`src/rtl/core/rypc_pkg.sv`:
```
`timescale 1ns / 1ps
// ----------------------------------------------------------------------------
// rypc_pkg
// Shared widths, coefficients, register codes and pipeline types for the
// RGB / BT.601 YPbPr converter.
// ----------------------------------------------------------------------------
package rypc_pkg;

   // fixed-point format of Y, Pb and Pr
   localparam int FRAC_BITS  = 16;
   // fractional bits of the matrix coefficients
   localparam int CSH        = 20;

   localparam int SAMPLE_W   = 16;
   localparam int FIX_W      = 18;
   localparam int PIX_W      = 8;
   localparam int COEF_W     = 21;

   localparam int CSR_ADDR_W = 3;
   localparam int CSR_DATA_W = 32;

   // forward path
   localparam int FWD_PROD_W = COEF_W + SAMPLE_W;
   localparam int FWD_ACC_W  = FWD_PROD_W + 1;
   localparam int MAG_W      = 36;
   localparam int NUM_W      = MAG_W + FRAC_BITS + 2;

   // rounding divider: quotient bits, divisor and working register
   localparam int QUO_W      = FIX_W;
   localparam int DEN_W      = SAMPLE_W + CSH + 1;
   localparam int WORK_W     = DEN_W + QUO_W;
   localparam int CMP_W      = (NUM_W > WORK_W) ? NUM_W : WORK_W;
   localparam int DIV_STEPS  = QUO_W;

   // inverse path
   localparam int INV_PROD_W = FIX_W + COEF_W + 1;
   localparam int INV_ACC_W  = INV_PROD_W + 1;
   localparam int INV_MAG_W  = INV_PROD_W;
   localparam int SCALE_W    = INV_MAG_W + SAMPLE_W;

   // products, sums, scale, divider steps, output register
   localparam int NUM_STAGES = 3 + DIV_STEPS + 1;

   localparam logic [SAMPLE_W-1:0] MAX_SAMPLE_RESET = 16'd255;
   localparam logic [PIX_W-1:0]    PIX_MAX          = 8'd255;
   localparam logic [FIX_W-1:0]    FIX_MAX          = 18'h1FFFF;
   localparam logic [FIX_W-1:0]    FIX_MIN          = 18'h20000;

   // coefficients, round(c * 2^20)
   localparam logic [COEF_W-1:0] K_YR   = 21'd313524;
   localparam logic [COEF_W-1:0] K_YG   = 21'd615514;
   localparam logic [COEF_W-1:0] K_YB   = 21'd119538;
   localparam logic [COEF_W-1:0] K_BR   = 21'd176933;
   localparam logic [COEF_W-1:0] K_BG   = 21'd347355;
   localparam logic [COEF_W-1:0] K_HALF = 21'd524288;
   localparam logic [COEF_W-1:0] K_RG   = 21'd439026;
   localparam logic [COEF_W-1:0] K_RB   = 21'd85262;
   localparam logic [COEF_W-1:0] K_RPR  = 21'd1470104;
   localparam logic [COEF_W-1:0] K_GPB  = 21'd360853;
   localparam logic [COEF_W-1:0] K_GPR  = 21'd748826;
   localparam logic [COEF_W-1:0] K_BPB  = 21'd1858077;

   // forward matrix magnitudes, rows Y / Pb / Pr, columns R / G / B
   localparam logic [COEF_W-1:0] FWD_COEF [3][3] = '{
      '{K_YR,   K_YG, K_YB},
      '{K_BR,   K_BG, K_HALF},
      '{K_HALF, K_RG, K_RB}
   };

   typedef enum logic {
      REG_DIRECTION  = 1'b0,
      REG_MAX_SAMPLE = 1'b1
   } reg_index_type;

   // one channel in the divider: remainder and numerator bits, quotient
   // bits shift in from the bottom
   typedef struct packed {
      logic [WORK_W-1:0] work;
      logic              neg;
      logic              sat;
   } div_lane_type;

   typedef struct packed {
      logic                       inverse;
      div_lane_type [2:0]         lane;
      logic [2:0][PIX_W-1:0]      rgb;
   } div_item_type;

endpackage

```
`src/rtl/core/rypc_div_step.sv`:
```
`timescale 1ns / 1ps
// ----------------------------------------------------------------------------
// rypc_div_step
// One restoring division step for the three forward channels, with its
// pipeline register and valid bit.
// ----------------------------------------------------------------------------
module rypc_div_step import rypc_pkg::*; (
   input  logic              clock,
   input  logic              reset,
   input  logic              load,
   input  logic              in_valid,
   input  div_item_type      in_item,
   input  logic [DEN_W-1:0]  divisor,
   output logic              out_valid,
   output div_item_type      out_item
);

   logic                  valid_ff;
   div_item_type          item_ff;
   div_item_type          item_in;
   logic [2:0][WORK_W:0]  shifted;
   logic [2:0][DEN_W:0]   partial;
   logic [2:0]            take;

   always_comb begin
      item_in = in_item;
      for (int c = 0; c < 3; c++) begin
         shifted[c] = {in_item.lane[c].work, 1'b0};
         partial[c] = shifted[c][WORK_W:QUO_W];
         take[c]    = (partial[c] >= {1'b0, divisor});
         if (take[c]) begin
            partial[c] = partial[c] - {1'b0, divisor};
         end
         item_in.lane[c].work = {partial[c][DEN_W-1:0], shifted[c][QUO_W-1:1], take[c]};
      end
   end

   always_ff @(posedge clock) begin
      if (reset) begin
         valid_ff <= 1'b0;
      end else if (load) begin
         valid_ff <= in_valid;
      end
   end

   always_ff @(posedge clock) begin
      if (load && in_valid) begin
         item_ff <= item_in;
      end
   end

   assign out_valid = valid_ff;
   assign out_item  = item_ff;

endmodule

```
`config.mk`:
```
export PLATFORM = sky130hd
export DESIGN_NAME = rypc_div_step
export DESIGN_NICKNAME = d
export VERILOG_FILES = /design/src/rtl/core/rypc_pkg.sv /design/src/rtl/core/rypc_div_step.sv
export SDC_FILE = /design/constraint.sdc
export NUM_CORES = 1
export LEC_CHECK = 0
export BUFFER_PORTS_ARGS = -buffer_cell sky130_fd_sc_hd__buf_2
export CAP_MARGIN = 10
export CORE_UTILIZATION = 50
export DETAILED_ROUTE_END_ITERATION = 6
export PLACE_DENSITY = 0.79
export SYNTH_ARGS = -nofsm -noshare
export SYNTH_HDL_FRONTEND = slang
export SYNTH_SLANG_ARGS = --single-unit
```
`constraint.sdc`:
```
create_clock -name clock -period 15.7 [get_ports clock]
set_input_delay 0.785 -clock clock [delete_from_list [all_inputs] [get_ports clock]]
set_output_delay 0.785 -clock clock [all_outputs]
set_load 0.1 [all_outputs]
```
Word-level counts from Yosys, hierarchy flattened
Index checks and enable logic that the tools add are counted.
Word-level totals
  bits in registers: 197
  bits of input ports: 237
  output and inout port bits: 197
Operators by class
  add/subtract/negate cells: 3
  magnitude comparators: 3
  multiplexer cells: 3
  reductions and logical operators: 1
Operator list (count)
  38-bit by 37-bit greater-or-equal comparator with 1-bit output: 3
  37-bit 2-to-1 mux: 3
  37-bit subtractor: 3
  1-bit logical AND: 1

Longest topological paths before layout
Gate-level depths: netlist of the first run.
  depth after elaboration: 2
  depth in mapped cells: 16
  mapped depth without buffers: 14

Worst setup path after synthesis of the first run
OpenSTA, ideal clock, no wires.
  kind: input-to-reg
  start point: in in_valid
  end point: reg item_ff (netlist bit out_item[0]) (enable)
  library setup time: 0.580 ns
  arrival: 5.250 ns
  data required time: 15.120 ns
  path slack: 9.870 ns
  cell stages on the path: 1
  path buffers: 0
  cell sequence: and2_1
On the way
  longest elaborated chain between the ends: 1
Ends and longest elaborated chain
  start: declaration: RTL line rypc_div_step.sv:11  | input logic in_valid,
  1-bit logical AND: RTL line rypc_div_step.sv:47  | if (load && in_valid) begin
  end signal: assignment: RTL line rypc_div_step.sv:48  | item_ff <= item_in;
  end: declaration: RTL line rypc_div_step.sv:19  | div_item_type item_ff;
Every way passes these cells.
A chain may end at the register's enable or synchronous reset.

==> metrics.yaml, run 1 <==
outcome: "completed"
drc: 0
worst-path-buf-inv: 4
holdWs_ps: 496.7
cts_root_buffer: "clkbuf_16"
slew_viol_final: 0
clockBufferDepth: 2
synth_cell_type_count: 75
avgSynthCellArea_um2: 9.975
path_class: "in2reg"
grt_pass1_vias: 12010
tritoncts: "built"
reg2reg_depth: 2
clock_power_share_pct: 23.9
antenna_found_initial: 13
setup_violations: 0
maxCapViolations: 0
r2r-end: "out_valid$_SDFFE_PP0P_"
power_frac_seq_pct: 34.5
gp_congestion: 0.9295
drt_iter0_drc: 828
fin_worst_skew_ps: 0
combPwrFrac_pct: 41.7
endpoint_kind: "register"
intPower_w: 0.001076
hold-path-cell-count: 2
start_kind: "input pin"
rsz0062_at_grt: "no"
hold_path.class: "in2reg"
synth_edf_count: 196
p_leak_nw: 7.467
path_cells: "buf_2 -> ha_1 -> inv_1 -> fa_1 -> a21oi_1 -> o211ai_1 -> a31oi_1 -> a31oi_1 -> a211oi_1 -> o31a_1 -> o21ba_2 -> inv_1 -> buf_4 -> and4b_1 -> a211oi_1"
tns_ps: 0
postSynth.asyncResetShare_pct: 0
clk-insertion-delay-late_ps: 440
cts_setup_buffers: 0
min_to: "out_valid$_SDFFE_PP0P_"
yosysSeqAreaShare_pct: 43.15
synthMuxAreaShare_pct: 4.041
worstPathArrival_ps: 4980
initial_core_util_pct: 50.92
timing.slew.headroom_pct: 25.69
max_freq_mhz: 212.6
grt_pass1_wl_um: 66160
fin_crit_sh_pct: 29.96
grt.overflow.total: 0
synth-simple-area-share_pct: 12.87
grt_max_degree: 86
ys_seq_elements: 197
rows: 60
synth_top_family_by_area: "compound AO/OA/AOI/OAI gates"
hold_viol_final: 0
first_pass_iters: 5
reg2reg_slack_ps: 15100
synth_warnings: 0
h-tree-depth: 4
pin_count: 434
power_density_mw_per_mm2: 114.0
path_max_fanout: 37
syn_area_mm2: 0.01369
num-fill-cells: 2332
core_mm2: 0.02688
period_minus_slack_ps: 4703
ir_drop_mv: 0.08243
routed_via_density: 5.828
fin_util_pct: 62.25
dp_hpwl_um: 35950
cts-buffers-inserted: 17
wirelength_um: 44590
clkSinkCount: 197
worst_pin_slew_ps: 1115
max_stage_delay_ps: 650
hold_buffers: 0
die_w_um: 167.4
postSynthCellCount: 1372
switching_power_w: 0.0008305
drive_gt1_share_pct: 29.42
die_y_um: 167.4
nNetsFinal: 2134
synth_xor_area_share_pct: 5.440
reg2reg_from: "out_valid$_SDFFE_PP0P_"
synthToLayoutAreaGrowth_pct: 22.25
synth-compound-area-share_pct: 20.17
sw_frac_of_total_pct: 43.55
clkTransAtPathRegs_ps: 80
wire_per_inst_um: 20.79
port_buffers: 433
fp.dieArea_mm2: 0.02804
synth_nets: 1723
synth_adder_area_share_pct: 10.59
grtUsageTotal_pct: 31.17
synth_ff_type: "edfxtp_1"
worstHoldStart: "reset"
final_antenna_net_count: 0
cpLargestDelayFamily: "compound AO/OA/AOI/OAI gates"
via_count: 12500
cts_resized: 0
worstPathRequired_ps: 15980
critical_path.slowest_cell: "o21ba_2"
-- cells by family after synthesis --
family	Yosys count
compound gates	435
xor+xnor	85
fa+ha+maj	114
buf+inv	122
flops	197
mux	43
simple gates	376
-- registers in the layout, indices dropped and copies added, names as in the netlist --
| register | cells |
|---|---|
| out_item | 196 |
| out_valid | 1 |
-- per-stage QoR --
stage          setup slack [ps]  instances  cell area (um^2)  total power, W
2_1_floorplan              9870       1372             13690        0.001299
3_5_place_dp              10600       2105             16100        0.001456
4_1_cts                   11080       2136             16710        0.001911
5_1_grt                   10580       2140             16720        0.001977
3_3_place_gp              10810       2105             16100        0.001450
6_report                  11000       2145             16730        0.001907
-- worst max path at each step --
stage | from | end | slack [ps] | cells after the start
2_1_floorplan | in_valid | out_item[0]$_DFFE_PP_ | 9870 | 1
3_3_place_gp | divisor[0] | out_item[137]$_DFFE_PP_ | 10810 | 15
3_5_place_dp | divisor[0] | out_item[137]$_DFFE_PP_ | 10600 | 15
4_1_cts | divisor[0] | out_item[137]$_DFFE_PP_ | 11080 | 15
5_1_grt | divisor[0] | out_item[137]$_DFFE_PP_ | 10580 | 15
6_report | divisor[0] | out_item[137]$_DFFE_PP_ | 11000 | 15
-- metal layers --
metal	up-vias	part of all wire (%)	routed length, um	GRT usage [%]
met2	568	49	22000	54.02
met5	-	0.094	42	0
li1	5954	-	-	-
met1	5870	39	17330	36.76
met4	8	4.0	1775	14.64
met3	101	7.7	3438	6.783
-- Yosys cell counts, types with 4 or more instances --
master / instances / area share [%]
ha_1: 111 / 10
and3_1: 14 / 0.64
nor3_1: 18 / 0.66
nand2_1: 152 / 4.2
nor2_1: 84 / 2.3
nand3_1: 22 / 0.80
inv_1: 75 / 2.1
a211o_1: 5 / 0.32
a31oi_1: 17 / 0.78
nand2b_1: 10 / 0.46
buf_2: 5 / 0.18
o22ai_1: 5 / 0.23
o211ai_1: 12 / 0.66
mux2_2: 18 / 1.5
o21bai_1: 22 / 1.2
and2_1: 12 / 0.55
edfxtp_1: 196 / 43
o21ai_0: 100 / 3.7
or2_2: 7 / 0.32
o31a_1: 4 / 0.26
xor2_1: 34 / 2.2
a211oi_1: 14 / 0.77
xnor2_1: 51 / 3.3
and4_1: 5 / 0.32
a21oi_1: 137 / 5.0
nand4_1: 16 / 0.73
o21a_1: 12 / 0.66
nor2b_1: 10 / 0.46
mux2_4: 20 / 2.2
a21o_1: 53 / 2.9
nor4_1: 7 / 0.32
clkbuf_1: 35 / 0.96
o41ai_1: 4 / 0.26
a21boi_0: 5 / 0.27
nand3b_1: 4 / 0.22
mux2i_1: 5 / 0.37
o31ai_1: 9 / 0.49
-- power groups by stage --
stage | sequential [W] | combinational (W) | clock, W
after floorplan | 0.00101 | 0.000293 | 0
after global placement | 0.000669 | 0.000781 | 0
after detailed placement | 0.000668 | 0.000787 | 0
after CTS | 0.000657 | 0.000790 | 0.000464
after global routing | 0.000661 | 0.000837 | 0.000478
final | 0.000657 | 0.000794 | 0.000455
-- cell usage in the layout, fill, tap and decap left out, types with 11 or more instances in the layout --
cell type / n
a21o_1: 53
edfxtp_1: 196
o21ai_0: 100
a31oi_1: 17
mux2_4: 20
o21bai_1: 22
nand2_1: 152
nor2_1: 83
nor3_1: 18
xnor2_1: 51
inv_1: 75
ha_1: 111
buf_2: 433
mux2_2: 18
and3_1: 14
o211ai_1: 12
a211oi_1: 14
and2_1: 11
o21a_1: 12
nand3_1: 22
a21oi_1: 137
xor2_1: 34
clkbuf_16: 17
nand4_1: 16
-- area by class of cell --
class	count	area, um^2	area share (%)
Antenna cell	9	22.52	0.1346
Clock buffer	17	425.4	2.543
Clock inverter	14	182.7	1.092
Inverter	76	285.3	1.705
Multi-Input combinational cell	1053	7278	43.50
Sequential cell	197	5906	35.30
Tap cell	341	426.7	2.550
Timing Repair Buffer	438	2205	13.18
Power figures use the tool's default switching activity.
==> inputs of run 2 (changes only) <==
==> constraint.sdc (replaced) <==
create_clock -name clock -period 4.9 [get_ports clock]
set_input_delay 0.245 -clock clock [delete_from_list [all_inputs] [get_ports clock]]
set_output_delay 0.245 -clock clock [all_outputs]
set_load 0.1 [all_outputs]
==> metrics.yaml, run 2 (synthesized netlist as in run 1, its figures left out) <==
outcome: "completed"  # unchanged
endpoint_kind: "register"  # unchanged
wirelength_um: 46930  # was 44590 um
clk-insertion-delay-late_ps: 450  # was 440 ps
core_mm2: 0.02688  # unchanged
cts-buffers-inserted: 17  # unchanged
port_buffers: 433  # unchanged
hold_buffers: 83  # was 0
clockBufferDepth: 2  # unchanged
via_count: 12930  # was 12.50k
final_common_cell: "buf_2"  # unchanged
tritoncts: "built"  # unchanged
cts_setup_buffers: 0  # unchanged
ir_drop_mv: 0.2167  # was 0.08243 mV
worstPathArrival_ps: 3880  # was 4980 ps
cts_resized: 0  # unchanged
grt_pass1_wl_um: 70190  # was 66160 um
start_kind: "input pin"  # unchanged
cpLargestDelayFamily: "compound AO/OA/AOI/OAI gates"  # unchanged
grt_max_degree: 191  # was 86
worst_pin_slew_ps: 1057  # was 1115 ps
grt.overflow.total: 0  # unchanged
nNetsFinal: 2217  # was 2134
maxCapViolations: 0  # unchanged
synthToLayoutAreaGrowth_pct: 28.33  # was 22.25%
worst-path-buf-inv: 4  # unchanged
holdWs_ps: 92.50  # was 496.7 ps
max_freq_mhz: 272.0
rows: 60  # unchanged
path_max_fanout: 38  # was 37
path_common_cell: "inv_1"
clkSinkCount: 197  # unchanged
power_density_mw_per_mm2: 352.6  # was 114.0 mW/mm^2
fin_worst_skew_ps: 0  # unchanged
first_pass_iters: 7  # was 5
critical_path.slowest_cell: "buf_4"  # was o21ba_2
tns_ps: 0  # unchanged
antenna_found_initial: 7  # was 13
clkTransAtPathRegs_ps: 80  # about the same
die_y_um: 167.4  # unchanged
routed_via_density: 5.814  # was 5.828
dp_hpwl_um: 35760  # was 35950 um
drt_iter0_drc: 862  # was 828
final_area_mm2: 0.01756  # was 0.01673 mm^2
hold_path.class: "in2reg"  # unchanged
largest_register_ffs: 196  # unchanged
grt_pass1_vias: 12550  # was 12.01k
p_leak_nw: 7.818  # was 7.467 nW
h-tree-depth: 4  # unchanged
path_class: "in2reg"  # unchanged
mostFrequentLayoutCells: "buf_2, edfxtp_1, nand2_1, a21oi_1, ha_1"  # unchanged
num-fill-cells: 2166  # was 2332
worstPathRequired_ps: 5100  # was 15980 ps
hold_viol_final: 0  # unchanged
drc: 0  # unchanged
cts_root_buffer: "clkbuf_16"  # unchanged
rsz0062_at_grt: "no"  # unchanged
die_w_um: 167.4  # unchanged
gp_congestion: 0.9684  # was 0.9295
max_stage_delay_ps: 500  # was 650 ps
fp.dieArea_mm2: 0.02804  # unchanged
wire_per_inst_um: 21.10  # was 20.79 um
dpl-instance-area_mm2: 0.01611  # was 0.01610 mm^2
period_minus_slack_ps: 3677
fin_crit_sh_pct: 75.04
final_antenna_net_count: 0  # unchanged
setup_violations: 0  # unchanged
grtUsageTotal_pct: 32.95  # was 31.17%
slew_viol_final: 0  # unchanged
drive_gt1_share_pct: 28.10  # was 29.42%
pin_count: 434  # unchanged
path_cells: "buf_2 -> inv_1 -> ha_1 -> inv_1 -> fa_1 -> a211oi_2 -> o21a_2 -> a21oi_2 -> or3_4 -> a2111oi_4 -> o31ai_4 -> or2_4 -> a21oi_4 -> buf_4 -> mux2_2"  # was buf_2 -> ha_1 -> inv_1 -> fa_1 -> a21oi_1 -> o211ai_1 -> a31oi_1 -> a31oi_1 -> a211oi_1 -> o31a_1 -> o21ba_2 -> inv_1 -> buf_4 -> and4b_1 -> a211oi_1
timing.slew.headroom_pct: 29.53  # was 25.69%
initial_core_util_pct: 50.92  # unchanged
run 2: per-layer routing:
layer	part of all wire, %	global-route usage [%]	up-vias
li1	-	-	6105
met1	40	39.78	6146
met2	49	57.72	577
met3	6.5	5.436	97
met4	4.2	14.68	6
met5	0.072	0	-
run 2: where the power goes:
| group | switching [W] | leakage (nW) | internal, W |
|---|---|---|---|
| Sequential | 0.0000479 | 1.84 | 0.00206 |
| Combinational | 0.00192 | 5.68 | 0.000697 |
| Clock | 0.000767 | 0.293 | 0.000698 |
run 2: path summary, 6_finish.rpt:
check	cells past startpoint	slack [ps]	to	from
min reg2reg	2	540	out_valid$_SDFFE_PP0P_	out_valid$_SDFFE_PP0P_
max reg2reg	2	4270	out_valid$_SDFFE_PP0P_	out_valid$_SDFFE_PP0P_
max	15	1220	out_item[50]$_DFFE_PP_	in_item[43]
min	3	90	out_item[167]$_DFFE_PP_	in_item[166]
run 2: stage by stage:
stage | utilization [%] | setup slack, ps | total power [W] | instances
global route | 65.33 | 990.8 | 0.006411 | 2222
finish | 65.35 | 1223 | 0.006194 | 2224
CTS | 65.31 | 1249 | 0.006189 | 2220
detailed placement | 59.95 | 787.9 | 0.004675 | 2105
floorplan | - | 1452 | 0.004155 | 1372
global placement | 59.95 | 829.2 | 0.004651 | 2105
run 2: layout make-up:
class	count	area [um^2]	share of cell area [%]
clock inverter	14	180.2	1.026
multi-input combinational	1053	7278	41.44
timing repair buffer	521	3048	17.35
inverter	76	285.3	1.624
tap	341	426.7	2.429
antenna	4	10.01	0.05699
clock buffer	18	429.2	2.444
sequential	197	5906	33.63
run 2: worst register-to-register path, stage by stage, from the launching register on:
cell and delay, ps:
dfxtp_1 320, a21oi_1 150, nor2_1 50
==> inputs of run 3 (changes only) <==
==> constraint.sdc (replaced) <==
create_clock -name clock -period 3.84 [get_ports clock]
set_input_delay 0.192 -clock clock [delete_from_list [all_inputs] [get_ports clock]]
set_output_delay 0.192 -clock clock [all_outputs]
set_load 0.1 [all_outputs]
==> metrics.yaml, run 3 (synthesized netlist as in run 1, its figures left out) <==
outcome: "completed"  # unchanged
start_kind: "input pin"  # unchanged
tritoncts: "built"  # unchanged
dp_hpwl_um: 36640  # was 35760 um
final_antenna_net_count: 0  # unchanged
setup_violations: 0  # unchanged
reg2reg_from: "out_valid$_SDFFE_PP0P_"  # unchanged
timing.slew.headroom_pct: 52.94  # was 29.53%
grt_max_degree: 69  # was 191
hold-path-cell-count: 3  # unchanged
wirelength_um: 47780  # was 46930 um
maxCapViolations: 0  # unchanged
cts_root_buffer: "clkbuf_16"  # unchanged
synthToLayoutAreaGrowth_pct: 29.58  # was 28.33%
rows: 60  # unchanged
first_pass_iters: 5  # was 7
path_max_fanout: 27  # was 38
nNetsFinal: 2234  # was 2217
max_freq_mhz: 297.6
period_minus_slack_ps: 3360
clkTransAtPathRegs_ps: 90  # was 80 ps
tns_ps: 0  # unchanged
routed_via_density: 5.779  # was 5.814
min_to: "out_item[165]$_DFFE_PP_"  # was out_item[167]$_DFFE_PP_
port_buffers: 433  # unchanged
crit_start: "in_item[43]"  # unchanged
r2r-end: "out_valid$_SDFFE_PP0P_"  # unchanged
hold_path.class: "in2reg"  # unchanged
h-tree-depth: 4  # unchanged
core_mm2: 0.02688  # unchanged
gp_congestion: 0.9760  # was 0.9684
num-fill-cells: 2166  # unchanged
worstPathArrival_ps: 3560  # was 3880 ps
rsz0062_at_grt: "no"  # unchanged
grtUsageTotal_pct: 33.56  # was 32.95%
clkSinkCount: 197  # unchanged
endpoint_kind: "register"  # unchanged
initial_core_util_pct: 50.92  # unchanged
reg2reg_depth: 2  # unchanged
antenna_found_initial: 10  # was 7
slew_viol_final: 0  # unchanged
final_common_cell: "buf_2"  # unchanged
worst_pin_slew_ps: 705.8  # was 1057 ps
fp.dieArea_mm2: 0.02804  # unchanged
ir_drop_mv: 0.3387  # was 0.2167 mV
fin_util_pct: 65.98  # was 65.35%
clk-insertion-delay-late_ps: 440  # was 450 ps
p_leak_nw: 7.912  # was 7.818 nW
die_w_um: 167.4  # unchanged
fin_worst_skew_ps: 0  # unchanged
fin_crit_sh_pct: 87.49
worstHoldStart: "in_item[164]"  # was in_item[166]
mostFrequentLayoutCells: "buf_2, edfxtp_1, nand2_1, a21oi_1, ha_1"  # unchanged
grt.overflow.total: 0  # unchanged
drc: 0  # unchanged
die_y_um: 167.4  # unchanged
drive_gt1_share_pct: 28.74  # was 28.10%
cts-buffers-inserted: 17  # unchanged
drt_iter0_drc: 901  # was 862
via_count: 12970  # was 12.93k
wire_per_inst_um: 21.28  # was 21.10 um
reg2reg_slack_ps: 3240  # was 4270 ps
grt_pass1_wl_um: 71140  # was 70190 um
multi_input_area_mm2: 0.007278  # unchanged
grt_pass1_vias: 12740  # was 12.55k
clockBufferDepth: 2  # unchanged
largest_register_ffs: 196  # unchanged
path_class: "in2reg"  # unchanged
worstPathRequired_ps: 4040  # was 5100 ps
pin_count: 434  # unchanged
regArea_mm2: 0.005906  # unchanged
cts_setup_buffers: 0  # unchanged
hold_viol_final: 0  # unchanged
power_density_mw_per_mm2: 448.7  # was 352.6 mW/mm^2
run 3: routing by layer:
| metal | share of wire (%) | global-route usage [%] | vias up |
|---|---|---|---|
| li1 | - | - | 6145 |
| met1 | 39 | 40.01 | 6132 |
| met4 | 4.5 | 15.28 | 4 |
| met5 | 0.033 | 0 | - |
| met3 | 6.8 | 6.027 | 109 |
| met2 | 49 | 58.88 | 584 |
run 3: critical path, cell delays in order:
cell,delay (ps)
buf_2,100
inv_1,90
ha_1,170
inv_1,50
fa_1,430
a211oi_2,210
o21a_2,220
a21oi_2,80
or3_4,380
a2111oi_4,430
o31ai_4,130
or2_4,290
a21oi_4,160
buf_12,220
mux2_2,370
run 3: worst max path at each step:
stage                             endpoint  slack (ps)  depth (start not counted)
floorplan           out_item[52]$_DFFE_PP_         450                         15
global placement    out_item[50]$_DFFE_PP_         120                         15
detailed placement  out_item[46]$_DFFE_PP_          60                         15
CTS                 out_item[46]$_DFFE_PP_         510                         15
global route        out_item[46]$_DFFE_PP_         380                         15
finish              out_item[46]$_DFFE_PP_         480                         15
run 3: layout make-up:
class                           instances  area share, %
Clock buffer                           17          2.399
Clock inverter                         15          1.009
Timing Repair Buffer                  538          18.12
Sequential cell                       197          33.30
Antenna cell                            8         0.1129
Inverter                               76          1.609
Tap cell                              341          2.406
Multi-Input combinational cell       1053          41.04
run 3: power by group:
part	internal [W]	switching, W	total (W)
registers	0.00263	0.0000640	0.00270
logic	0.000912	0.00245	0.00336
clock network	0.000888	0.00101	0.00190
run 3: metrics by stage:
stage / hold slack (ps) / worst slack, ps / instances / total power [W] / area (um^2)
after floorplan: 264.4 / 445.5 / 1372 / 0.005302 / 13690
after global placement: 351.9 / 118.8 / 2122 / 0.005969 / 16280
after detailed placement: 361.3 / 61.86 / 2122 / 0.005989 / 16280
after CTS: 17.02 / 512.0 / 2237 / 0.007913 / 17710
after global routing: 30.84 / 379.7 / 2243 / 0.008233 / 17730
final: 26.38 / 480.2 / 2245 / 0.007957 / 17730
run 3: timing repair:
action / in CTS / in global routing
hold buffers: 83 / 0
hold endpoints to repair: 83 / 0
gates resized for setup: 0 / 0
